--- src/hdl/frm_pkg.sv ---
package frm_pkg;

  localparam int RATE_W     = 24;
  localparam int INTERVAL_W = 32;
  localparam int CFG_W      = 32;
  localparam int CFG_IDX_W  = 4;
  localparam int TICKS_W    = 40;
  localparam int FRAMES_W   = 32;
  localparam int AGE_W      = 33;
  localparam int PROD_W     = FRAMES_W + CFG_W;

  localparam logic [CFG_IDX_W-1:0] REG_TICK_RATE  = 4'd0;
  localparam logic [CFG_IDX_W-1:0] REG_HOLD_TICKS = 4'd1;

  localparam logic [CFG_W-1:0] TICK_RATE_RST  = 32'd1000000;
  localparam logic [CFG_W-1:0] HOLD_TICKS_RST = 32'd3000000;

  typedef logic [RATE_W-1:0]     rate_t;
  typedef logic [INTERVAL_W-1:0] interval_t;
  typedef logic [CFG_W-1:0]      cfg_word_t;
  typedef logic [CFG_IDX_W-1:0]  cfg_idx_t;

  typedef struct packed {
    logic take_in;
    logic accum;
    logic mul;
    logic avg_load;
    logic avg_save;
    logic inst_load;
    logic update;
    logic emit;
  } frm_cmd_t;

  typedef struct packed {
    logic in_valid;
    logic latch;
    logic div_done;
    logic out_free;
  } frm_sts_t;

endpackage

--- src/hdl/frm_ifs.sv ---
interface frm_frame_if;
  logic               valid;
  logic               ready;
  frm_pkg::interval_t frame_interval;

  modport source (output valid, output frame_interval, input ready);
  modport sink   (input valid, input frame_interval, output ready);
endinterface

interface frm_rate_if;
  logic           valid;
  logic           ready;
  frm_pkg::rate_t instant_rate;
  frm_pkg::rate_t average_rate;
  logic           average_valid;
  frm_pkg::rate_t high_rate;
  frm_pkg::rate_t low_rate;

  modport source (output valid, output instant_rate, output average_rate,
                  output average_valid, output high_rate, output low_rate,
                  input ready);
  modport sink   (input valid, input instant_rate, input average_rate,
                  input average_valid, input high_rate, input low_rate,
                  output ready);
endinterface

interface frm_cfg_if;
  logic               valid;
  logic               ready;
  frm_pkg::cfg_idx_t  index;
  frm_pkg::cfg_word_t data;

  modport source (output valid, output index, output data, input ready);
  modport sink   (input valid, input index, input data, output ready);
endinterface

--- src/hdl/frame_rate_meter_peak_hold.sv ---
// channel  dir  handshake      payload
// frame    in   valid/ready    frame_interval[31:0]
// rate     out  valid/ready    instant_rate, average_rate, average_valid,
//                              high_rate, low_rate
// cfg      in   valid/ready    index[3:0], data[31:0] (0 tick_rate, 1 hold_ticks)
//
// one frame at a time: when the window closes, the average is divided before the instant
// rate; each division is 24 steps of the shared divider
// the next frame can be taken in the cycle after the result is loaded
// rst is synchronous and restores tick_rate and hold_ticks to their defaults
// the result waits in an output register; a stalled rate channel holds the
// next frame's result in the emit state, and frame.ready drops meanwhile
module frame_rate_meter_peak_hold #(
  parameter int RATE_FRAC_BITS = 8
) (
  input logic        clk,
  input logic        rst,
  frm_frame_if.sink  frame,
  frm_rate_if.source rate,
  frm_cfg_if.sink    cfg
);
  import frm_pkg::*;

  frm_cmd_t cmd;
  frm_sts_t sts;

  frm_ctrl u_ctrl (
    .clk (clk),
    .rst (rst),
    .sts (sts),
    .cmd (cmd)
  );

  frm_dp #(.FRAC_BITS(RATE_FRAC_BITS)) u_dp (
    .clk   (clk),
    .rst   (rst),
    .cmd   (cmd),
    .sts   (sts),
    .frame (frame),
    .rate  (rate),
    .cfg   (cfg)
  );

endmodule

--- src/hdl/frm_div.sv ---
module frm_div #(
  parameter int FRAC_BITS = 8
) (
  input  logic                               clk,
  input  logic                               rst,
  input  logic                               start,
  input  logic [frm_pkg::PROD_W-1:0]         num,
  input  logic [frm_pkg::TICKS_W-1:0]        den,
  output logic                               done,
  output frm_pkg::rate_t                     quot
);
  import frm_pkg::*;

  localparam int NW    = PROD_W + RATE_W;
  localparam int CNT_W = $clog2(RATE_W + 1);

  logic [NW-1:0]      nshift;
  logic               sat_load;
  logic [TICKS_W-1:0] den_r;
  logic [TICKS_W-1:0] rem;
  logic [RATE_W-1:0]  low;
  logic [RATE_W-1:0]  q;
  logic               sat;
  logic               busy;
  logic [CNT_W-1:0]   cnt;
  logic [TICKS_W:0]   trial;
  logic [TICKS_W:0]   diff;
  logic               ge;

  // numerator scaled by the fraction bits, zero padded above
  assign nshift   = {{RATE_W{1'b0}}, num} << FRAC_BITS;
  // quotient would need more than RATE_W bits, or the divisor is zero
  assign sat_load = (den == '0) ||
                    (nshift[NW-1:RATE_W] >= {{(PROD_W-TICKS_W){1'b0}}, den});

  assign trial = {rem, low[RATE_W-1]};
  assign ge    = trial >= {1'b0, den_r};
  assign diff  = trial - {1'b0, den_r};

  always_ff @(posedge clk) begin
    if (rst) begin
      busy <= 1'b0;
      done <= 1'b0;
      cnt  <= '0;
    end else if (start) begin
      busy <= 1'b1;
      done <= 1'b0;
      cnt  <= CNT_W'(RATE_W);
    end else if (busy) begin
      cnt <= cnt - 1'b1;
      if (cnt == CNT_W'(1)) begin
        busy <= 1'b0;
        done <= 1'b1;
      end
    end
  end

  always_ff @(posedge clk) begin
    if (start) begin
      den_r <= den;
      sat   <= sat_load;
      rem   <= nshift[RATE_W +: TICKS_W];
      low   <= nshift[RATE_W-1:0];
      q     <= '0;
    end else if (busy) begin
      rem <= ge ? diff[TICKS_W-1:0] : trial[TICKS_W-1:0];
      low <= {low[RATE_W-2:0], 1'b0};
      q   <= {q[RATE_W-2:0], ge};
    end
  end

  assign quot = sat ? '1 : q;

endmodule

--- src/hdl/frm_ctrl.sv ---
module frm_ctrl (
  input  logic              clk,
  input  logic              rst,
  input  frm_pkg::frm_sts_t sts,
  output frm_pkg::frm_cmd_t cmd
);
  import frm_pkg::*;

  typedef enum logic [10:0] {
    S_IDLE      = 11'b000_0000_0001,
    S_ACCUM     = 11'b000_0000_0010,
    S_CHECK     = 11'b000_0000_0100,
    S_MUL       = 11'b000_0000_1000,
    S_AVG_LOAD  = 11'b000_0001_0000,
    S_AVG_DIV   = 11'b000_0010_0000,
    S_AVG_SAVE  = 11'b000_0100_0000,
    S_INST_LOAD = 11'b000_1000_0000,
    S_INST_DIV  = 11'b001_0000_0000,
    S_UPDATE    = 11'b010_0000_0000,
    S_EMIT      = 11'b100_0000_0000
  } state_t;

  state_t state;
  state_t state_next;

  always_ff @(posedge clk) begin
    if (rst) begin
      state <= S_IDLE;
    end else begin
      state <= state_next;
    end
  end

  always_comb begin
    state_next = state;
    cmd        = '0;
    case (state)
      S_IDLE: begin
        cmd.take_in = 1'b1;
        if (sts.in_valid) state_next = S_ACCUM;
      end
      S_ACCUM: begin
        cmd.accum  = 1'b1;
        state_next = S_CHECK;
      end
      S_CHECK: begin
        state_next = sts.latch ? S_MUL : S_INST_LOAD;
      end
      S_MUL: begin
        cmd.mul    = 1'b1;
        state_next = S_AVG_LOAD;
      end
      S_AVG_LOAD: begin
        cmd.avg_load = 1'b1;
        state_next   = S_AVG_DIV;
      end
      S_AVG_DIV: begin
        if (sts.div_done) state_next = S_AVG_SAVE;
      end
      S_AVG_SAVE: begin
        cmd.avg_save = 1'b1;
        state_next   = S_INST_LOAD;
      end
      S_INST_LOAD: begin
        cmd.inst_load = 1'b1;
        state_next    = S_INST_DIV;
      end
      S_INST_DIV: begin
        if (sts.div_done) state_next = S_UPDATE;
      end
      S_UPDATE: begin
        cmd.update = 1'b1;
        state_next = S_EMIT;
      end
      S_EMIT: begin
        if (sts.out_free) begin
          cmd.emit   = 1'b1;
          state_next = S_IDLE;
        end
      end
      default: begin
        state_next = S_IDLE;
      end
    endcase
  end

endmodule

--- src/hdl/frm_dp.sv ---
module frm_dp #(
  parameter int FRAC_BITS = 8
) (
  input  logic              clk,
  input  logic              rst,
  input  frm_pkg::frm_cmd_t cmd,
  output frm_pkg::frm_sts_t sts,
  frm_frame_if.sink         frame,
  frm_rate_if.source        rate,
  frm_cfg_if.sink           cfg
);
  import frm_pkg::*;

  cfg_word_t           tick_rate;
  cfg_word_t           hold_ticks;
  interval_t           interval;
  logic [TICKS_W-1:0]  window_ticks;
  logic [FRAMES_W-1:0] window_frames;
  logic [PROD_W-1:0]   prod;
  rate_t               average_hold;
  logic                average_seen;
  rate_t               high_hold;
  logic [AGE_W-1:0]    high_age;
  rate_t               low_hold;
  logic [AGE_W-1:0]    low_age;
  rate_t               inst_rate;
  logic                out_valid;

  logic                div_start;
  logic [PROD_W-1:0]   div_num;
  logic [TICKS_W-1:0]  div_den;
  logic                div_done;
  rate_t               quot;

  logic [TICKS_W-1:0]  ticks_sum;
  logic [AGE_W:0]      high_sum;
  logic [AGE_W:0]      low_sum;
  logic                high_take;
  logic                low_take;

  assign frame.ready = cmd.take_in;
  assign cfg.ready   = 1'b1;

  assign sts.in_valid = frame.valid;
  assign sts.latch    = window_ticks >= {{(TICKS_W-CFG_W){1'b0}}, tick_rate};
  assign sts.div_done = div_done;
  assign sts.out_free = !out_valid || rate.ready;

  assign div_start = cmd.avg_load || cmd.inst_load;
  assign div_num   = cmd.avg_load ? prod : {{(PROD_W-CFG_W){1'b0}}, tick_rate};
  assign div_den   = cmd.avg_load ? window_ticks
                                  : {{(TICKS_W-INTERVAL_W){1'b0}}, interval};

  frm_div #(.FRAC_BITS(FRAC_BITS)) u_div (
    .clk   (clk),
    .rst   (rst),
    .start (div_start),
    .num   (div_num),
    .den   (div_den),
    .done  (div_done),
    .quot  (quot)
  );

  assign ticks_sum = window_ticks + {{(TICKS_W-INTERVAL_W){1'b0}}, interval};
  assign high_sum  = {1'b0, high_age} + {{(AGE_W+1-INTERVAL_W){1'b0}}, interval};
  assign low_sum   = {1'b0, low_age} + {{(AGE_W+1-INTERVAL_W){1'b0}}, interval};
  assign high_take = (quot > high_hold) ||
                     (high_age > {{(AGE_W-CFG_W){1'b0}}, hold_ticks});
  assign low_take  = (quot < low_hold) ||
                     (low_age > {{(AGE_W-CFG_W){1'b0}}, hold_ticks});

  always_ff @(posedge clk) begin
    if (rst) begin
      tick_rate  <= TICK_RATE_RST;
      hold_ticks <= HOLD_TICKS_RST;
    end else if (cfg.valid) begin
      case (cfg.index)
        REG_TICK_RATE:  tick_rate  <= cfg.data;
        REG_HOLD_TICKS: hold_ticks <= cfg.data;
        default: ;
      endcase
    end
  end

  always_ff @(posedge clk) begin
    if (rst) begin
      window_ticks  <= '0;
      window_frames <= '0;
      average_hold  <= '0;
      average_seen  <= 1'b0;
    end else if (cmd.accum) begin
      window_ticks <= ticks_sum;
      if (window_frames != '1) window_frames <= window_frames + 1'b1;
    end else if (cmd.avg_save) begin
      average_hold  <= quot;
      average_seen  <= 1'b1;
      window_ticks  <= '0;
      window_frames <= '0;
    end
  end

  // high and low holds, each aged in ticks and saturating
  always_ff @(posedge clk) begin
    if (rst) begin
      high_hold <= '0;
      high_age  <= '0;
      low_hold  <= '0;
      low_age   <= '0;
    end else if (cmd.update) begin
      if (high_take) begin
        high_hold <= quot;
        high_age  <= '0;
      end else begin
        high_age <= high_sum[AGE_W] ? '1 : high_sum[AGE_W-1:0];
      end
      if (low_take) begin
        low_hold <= quot;
        low_age  <= '0;
      end else begin
        low_age <= low_sum[AGE_W] ? '1 : low_sum[AGE_W-1:0];
      end
    end
  end

  always_ff @(posedge clk) begin
    if (frame.valid && cmd.take_in) interval <= frame.frame_interval;
    if (cmd.mul) prod <= {{(PROD_W-FRAMES_W){1'b0}}, window_frames} *
                         {{(PROD_W-CFG_W){1'b0}}, tick_rate};
    if (cmd.update) inst_rate <= quot;
  end

  always_ff @(posedge clk) begin
    if (rst) begin
      out_valid <= 1'b0;
    end else if (cmd.emit) begin
      out_valid <= 1'b1;
    end else if (rate.ready) begin
      out_valid <= 1'b0;
    end
  end

  always_ff @(posedge clk) begin
    if (cmd.emit) begin
      rate.instant_rate  <= inst_rate;
      rate.average_rate  <= average_hold;
      rate.average_valid <= average_seen;
      rate.high_rate     <= high_hold;
      rate.low_rate      <= low_hold;
    end
  end

  assign rate.valid = out_valid;

endmodule

--- src/flat_wrapper.sv ---
// flat-port wrapper written by rule: the top's interface ports become plain ports
module frame_rate_meter_peak_hold_flat import frm_pkg::*;
#(
  parameter int RATE_FRAC_BITS = 8
)
  (clk, rst, frame_valid, frame_frame_interval, frame_ready, rate_valid, rate_instant_rate, rate_average_rate, rate_average_valid, rate_high_rate, rate_low_rate, rate_ready, cfg_valid, cfg_index, cfg_data, cfg_ready);
  frm_frame_if frame_i ();
  frm_rate_if rate_i ();
  frm_cfg_if cfg_i ();
  input logic clk;
  input logic rst;
  input wire logic [$bits(frame_i.valid)-1:0] frame_valid;
  input wire logic [$bits(frame_i.frame_interval)-1:0] frame_frame_interval;
  output wire logic [$bits(frame_i.ready)-1:0] frame_ready;
  output wire logic [$bits(rate_i.valid)-1:0] rate_valid;
  output wire logic [$bits(rate_i.instant_rate)-1:0] rate_instant_rate;
  output wire logic [$bits(rate_i.average_rate)-1:0] rate_average_rate;
  output wire logic [$bits(rate_i.average_valid)-1:0] rate_average_valid;
  output wire logic [$bits(rate_i.high_rate)-1:0] rate_high_rate;
  output wire logic [$bits(rate_i.low_rate)-1:0] rate_low_rate;
  input wire logic [$bits(rate_i.ready)-1:0] rate_ready;
  input wire logic [$bits(cfg_i.valid)-1:0] cfg_valid;
  input wire logic [$bits(cfg_i.index)-1:0] cfg_index;
  input wire logic [$bits(cfg_i.data)-1:0] cfg_data;
  output wire logic [$bits(cfg_i.ready)-1:0] cfg_ready;
  assign frame_i.valid = frame_valid;
  assign frame_i.frame_interval = frame_frame_interval;
  assign frame_ready = frame_i.ready;
  assign rate_valid = rate_i.valid;
  assign rate_instant_rate = rate_i.instant_rate;
  assign rate_average_rate = rate_i.average_rate;
  assign rate_average_valid = rate_i.average_valid;
  assign rate_high_rate = rate_i.high_rate;
  assign rate_low_rate = rate_i.low_rate;
  assign rate_i.ready = rate_ready;
  assign cfg_i.valid = cfg_valid;
  assign cfg_i.index = cfg_index;
  assign cfg_i.data = cfg_data;
  assign cfg_ready = cfg_i.ready;
  frame_rate_meter_peak_hold #(.RATE_FRAC_BITS(RATE_FRAC_BITS)) u_core (.clk(clk), .rst(rst), .frame(frame_i), .rate(rate_i), .cfg(cfg_i));
endmodule
--- config.mk ---
export PLATFORM = sky130hd
export DESIGN_NAME = frame_rate_meter_peak_hold_flat
export DESIGN_NICKNAME = d
export VERILOG_FILES = /design/src/hdl/frm_pkg.sv /design/src/hdl/frm_ifs.sv /design/src/hdl/frame_rate_meter_peak_hold.sv /design/src/hdl/frm_div.sv /design/src/hdl/frm_ctrl.sv /design/src/hdl/frm_dp.sv /design/src/flat_wrapper.sv
export SDC_FILE = /design/constraint.sdc
export NUM_CORES = 2
export LEC_CHECK = 0
export BUFFER_PORTS_ARGS = -buffer_cell sky130_fd_sc_hd__buf_4
export CORE_ASPECT_RATIO = 1.5
export CORE_MARGIN = 2
export CORE_UTILIZATION = 65
export CTS_BUF_LIST = sky130_fd_sc_hd__clkbuf_8
export CTS_CLUSTER_SIZE = 8
export DETAILED_ROUTE_END_ITERATION = 10
export GPL_TIMING_DRIVEN = 0
export HOLD_SLACK_MARGIN = 0.06
export PLACE_DENSITY = 0.92
export SYNTH_ARGS = -nofsm -noshare
export SYNTH_HDL_FRONTEND = slang
export SYNTH_SLANG_ARGS = --single-unit
--- constraint.sdc ---
create_clock -name clk -period 21.9 [get_ports clk]
set_clock_uncertainty 0.05 [all_clocks]
set_input_delay 1.095 -clock clk [delete_from_list [all_inputs] [get_ports clk]]
set_output_delay 1.095 -clock clk [all_outputs]
set_load 0.01 [all_outputs]
### After elaboration in Yosys (flattened, before gate mapping)

Index checks and enable logic that the tools add are counted.

* bits in registers: 632
* input port bits: 73
* output and inout port bits: 100
* word-level logic and storage cells: 123

* add/subtract/negate cells: 6
* multipliers: 1
* magnitude comparators: 7
* equal/unequal tests: 19
* muxes and demuxes: 39
* bitwise operators: 1
* reductions and logical operators: 21

Operator list (number)
* $mux 40: 6
* $mux 33: 4
* $pmux 11 s11: 1
* $mux 32: 3
* $mux 24: 3
* $add 33x32->34: 2
* $gt 33x32->1: 2
* $mul 32x32->64: 1
* $mux 64: 1
* $ge 48x40->1: 1
* $mux 11: 4
* $ge 41x40->1: 1
* $add 40x32->40: 1
* $ge 40x32->1: 1
* $logic_not 40->1: 1
* $sub 40x40->40: 1
* $add 32x1->32 const B: 1
* $ne 32x32->1 const B: 1
* $gt 24x24->1: 1
* $lt 24x24->1: 1
* $mux 1: 14
* $reduce_and 2->1: 7
* $eq 11x1->1 const B: 1
* $eq 11x10->1 const B: 1
* 24 further kinds: 34

### Logic depth before layout (Yosys ltp)

* depth after elaboration: 5
* mapped depth: 30

### By module

A second synthesis with hierarchy kept.

* cell total of the unflattened synthesis: 7398
* area, all modules: 68647.1 um2

Modules (own cells, without submodules)
* frm_dp: times used 1, cells each 6423, area an instance 59304.4 um2, seq. area each 12041.5 um2
* frm_div: times used 1, cells each 897, area an instance 8665.8 um2, seq. area each 3533.4 um2
* frm_ctrl: times used 1, cells each 78, area an instance 676.9 um2, seq. area each 220.2 um2

### Worst setup path before layout

No wires, ideal clock.

* kind: register to register
* start point: register u_core.u_dp.window_frames[20]
* end point: register u_core.u_dp.prod[59] (data pin)
* library setup time: 0.266 ns
* arrival time: 7.403 ns
* slack: 14.180 ns
* stages on the path, launching flop included: 31
* cell sequence: dfxtp_1 -> clkbuf_1 -> buf_1 -> nand2_1 -> fa_1 -> inv_1 -> fa_1 -> inv_1 -> fa_1 -> inv_1 -> fa_1 -> inv_1 -> fa_1 -> inv_1 -> fa_1 -> fa_1 -> inv_1 -> fa_1 -> inv_1 -> ha_1 -> a21o_1 -> a21o_1 -> a21oi_1 -> o21ai_1 -> o21a_1 -> o22ai_1 -> a21oi_1 -> a311oi_1 -> a31o_2 -> o21ai_0 -> xor2_1

* longest elaborated chain between the ends: 1

RTL lines
* from (decl): line frm_dp.sv:18 `logic [FRAMES_W-1:0] window_frames;`
* from (signal assigned): line frm_dp.sv:93 `if (window_frames != '1) window_frames <= window_frames + 1'b1;`
* $mul 32x32->64: line frm_dp.sv:127 `if (cmd.mul) prod <= {{(PROD_W-FRAMES_W){1'b0}}, window_frames} *`
* to (signal assigned): line frm_dp.sv:127
* to (decl): line frm_dp.sv:19 `logic [PROD_W-1:0] prod;`

Every way passes these cells.
A chain may end at the register's enable or synchronous reset.

### Worst setup path in the final report

* start point: register u_core.u_dp.tick_rate[3]
* end point: register u_core.u_dp.prod[51] (data pin)

* longest elaborated chain between the ends: 1

RTL lines
* from (decl): line frm_dp.sv:14 `cfg_word_t tick_rate;`
* from (signal assigned): line frm_dp.sv:78 `REG_TICK_RATE: tick_rate <= cfg.data;`
* $mul 32x32->64: line frm_dp.sv:127

Every way passes these cells.

==> flow_summary.json <==
{
  "status": "finished with violations",
  "violations": "DRC, capacitance limit, slew limit",
  "cts_buffer_depth": 3,
  "syn-cell-area_um2": 67200,
  "synth.largest_area_cell": "fa_1",
  "cts_tree": "yes",
  "cts.sinks": 632,
  "cts_max_level": 3,
  "drtAntennaViolNets": 0,
  "worstPathRequired_ps": 22420,
  "worstPathArrival_ps": 11360,
  "ys_top_cells_by_area": "fa_1 (27%), edfxtp_1 (14%), ha_1 (11%)",
  "powerDensity_nw_per_um2": 34.8,
  "drt_iter0_drc": 7441,
  "synth-seq-area-share": 0.235,
  "fin_area_um2": 72300,
  "crit_type": "register to register",
  "cts.hold.buffers_added": 0,
  "r2r_end": "u_core.u_dp.prod[51]",
  "portBuffers": 170,
  "fp.dieH_um": 398,
  "setup_slack_ps": 11060,
  "synth_cell_types": 103,
  "cp_max_fo": 10,
  "power_w": 0.00252,
  "antenna_found_initial": 37,
  "tightest_slew_ps": 1580,
  "fp-row-count": 144,
  "drive_above_1_share": 0.0524,
  "period_minus_slack_ps": 10840,
  "vias": 59100,
  "synthesis.nets": 8774,
  "max_freq_mhz": 92.2,
  "grt_pass1_wl_mm": 412,
  "rsz0062_at_grt": "no",
  "syn_to_final_growth_pct": 7.62,
  "netlist_instances": 7216,
  "postSynthAreaPerCell_um2": 9.32,
  "preCtsSetupSlack_ps": 11750,
  "ios": 173,
  "drtPass1Iterations": 11,
  "cp-startpoint": "u_core.u_dp.tick_rate[3]",
  "synth_edf_count": 314,
  "cp-start-kind": "register",
  "endpoint_kind": "register",
  "worstRegToRegCells": 23,
  "grt_start_max_net_pins": 41,
  "synth_warnings": 0,
  "regToRegStartpoint": "u_core.u_dp.tick_rate[3]",
  "start_util": 0.655,
  "fin_setup_tns_ps": 0,
  "drt-vias-per-instance": 6.61,
  "wl_per_cell_um": 31.9,
  "setup_viol": 0,
  "drv_slew": 72,
  "post_cts_resize_count": 0,
  "endpoint": "u_core.u_dp.prod[51]",
  "min_path_type": "register to register",
  "postCtsSetupRepairBufs": 0,
  "final_nets": 9054,
  "die_x_um": 267,
  "min_period_over_period": 0.495,
  "drv_cap": 9,
  "place_hpwl_mm": 221,
  "p_leak_nw": 34.0,
  "hold_violations": 0,
  "drt-total-wl_mm": 285,
  "r2r_slack_ps": 11060,
  "relSlewSlack": -0.0540,
  "cts_root_buffer": "clkbuf_8",
  "core_area_um2": 103000,
  "gp_congestion": 1.17,
  "die_area_um2": 106000,
  "fillers": 7854,
  "cts_inserted_buffers": 99,
  "ir_worst_vdd_mv": 0.0546,
  "grt_pass1_vias": 60100,
  "clk_pin_slew_ps": 60,
  "synthArstFlopShare": 0,
  "dpl_cell_area_um2": 70300,
  "grt_overflow_total": 0,
  "grt_use_total": 0.552,
  "yosys_most_used_dff": "dfxtp_1",
  "insertion_delay_ps": 840,
  "yosys.area.top_type_share": 0.268,
  "ys_seq_elements": 632,
  "drc_errors": 5
}
[worst max-delay path, cell delays in order (launching register included)]
cell,delay (ps)
dfxtp_1,1120
clkbuf_1,550
inv_1,500
nor2_1,290
fa_1,620
inv_1,150
fa_1,560
fa_1,660
fa_1,650
fa_1,460
fa_1,610
fa_1,440
fa_1,860
inv_1,100
ha_1,400
inv_1,120
o21bai_1,80
a21o_1,200
or3b_1,360
o21ai_1,300
a21oi_1,230
a311oi_1,540
o21ai_0,210
xor2_1,500
[final cells by class]
class	instances	area, um2	area share
antenna	41	103	0.00142
buffer	377	1440	0.0199
clock buffer	113	1560	0.0215
clock inverter	71	389	0.00538
inverter	1104	4140	0.0573
multi-input combinational	5103	45900	0.634
sequential	632	15800	0.218
tap	1314	1640	0.0227
timing repair buffer	179	1410	0.0195
[state kept, by name, summed over array words and instances (netlist names), 32 cells and up]
signal	cells
u_core.u_dp.window_frames	32
u_core.u_dp.high_age	33
u_core.u_dp.u_div.den_r	40
u_core.u_dp.low_age	33
u_core.u_dp.u_div.rem	40
u_core.u_dp.window_ticks	40
u_core.u_dp.tick_rate	32
u_core.u_dp.prod	64
u_core.u_dp.hold_ticks	32
u_core.u_dp.interval	32
[power by group]
part           total, W  switching (W)  internal (W)
registers       0.00128      0.0000340       0.00125
clock network   0.00102       0.000524      0.000499
logic          0.000216       0.000146     0.0000699
total           0.00252       0.000705       0.00182
[routing by layer]
layer  global-route usage  vias to the layer above  share of wire
li1                     -                    23900              -
met4                0.657                        8           0.16
met1                0.524                    28400           0.28
met2                0.853                     4652           0.45
met3                0.204                     2146           0.11
met5              0.00458                        -        0.00019
[worst min-delay path by stage]
| stage | startpoint | end | slack, ps | depth (start not counted) |
|---|---|---|---|---|
| after CTS | u_core.u_dp.inst_rate[0] | u_core.u_dp.rate.instant_rate[0] | 360 | 0 |
| after detailed placement | u_core.u_dp.inst_rate[17] | u_core.u_dp.rate.instant_rate[17] | 350 | 0 |
| final | u_core.u_dp.inst_rate[20] | u_core.u_dp.rate.instant_rate[20] | 370 | 0 |
| after global routing | u_core.u_dp.inst_rate[1] | u_core.u_dp.rate.instant_rate[1] | 380 | 0 |
| after global placement | u_core.u_dp.inst_rate[1] | u_core.u_dp.rate.instant_rate[1] | 350 | 0 |
| after floorplan | u_core.u_dp.inst_rate[0] | u_core.u_dp.rate.instant_rate[0] | 350 | 0 |
[cell families after synthesis]
| group | Yosys count | synth area share |
|---|---|---|
| other | 1 | 0.0000558 |
| adders and majority gates | 1485 | 0.377 |
| buffers and inverters | 1481 | 0.0830 |
| DFF | 632 | 0.235 |
| and+or+nand+nor | 2231 | 0.161 |
| muxes | 64 | 0.00953 |
| AOI/OAI and AO/OA | 1117 | 0.107 |
| xor gates and xnor gates | 205 | 0.0267 |
[cell usage in the layout, fill, tap and decap left out, types with 10 or more instances in the layout]
cell type	instances
nand2_1	862
nand2b_1	41
clkbuf_8	113
nor3_1	47
inv_1	1156
o211ai_1	14
o21ai_1	42
a21o_1	186
mux2i_1	64
o21a_1	38
nor2b_1	43
nand4_1	75
and3_1	20
o21bai_1	37
xnor2_1	126
nor4_1	12
a31oi_1	33
o21ai_0	199
buf_1	14
or2_2	10
nand3b_1	11
fa_1	900
dfxtp_1	318
buf_2	13
a211o_1	11
clkbuf_1	344
or3_1	19
edfxtp_1	314
a22oi_1	35
nor2_1	408
diode_2	41
a211oi_1	93
xor2_1	79
buf_4	171
a21oi_1	319
ha_1	585
and2_1	572
nand3_1	54
[cell usage after synthesis (all sizes together), types with 54 or more instances]
| cell type | count |
|---|---|
| fa | 900 |
| nor2 | 412 |
| dfxtp | 318 |
| a21o | 186 |
| nand2 | 862 |
| ha | 585 |
| clkbuf | 349 |
| and2 | 573 |
| nand4 | 77 |
| a21oi | 322 |
| xor2 | 79 |
| edfxtp | 314 |
| mux2i | 64 |
| a211oi | 96 |
| xnor2 | 126 |
| nand3 | 54 |
| o21ai | 243 |
| inv | 1104 |
[through the flow]
step	std cells	util	hold slack, ps
floorplan	7216	-	350
global placement	8700	0.683	351
detailed placement	8709	0.684	355
CTS	8893	0.703	365
global route	8899	0.704	380
finish	8934	0.704	372
(Power assumes the default switching activity.)
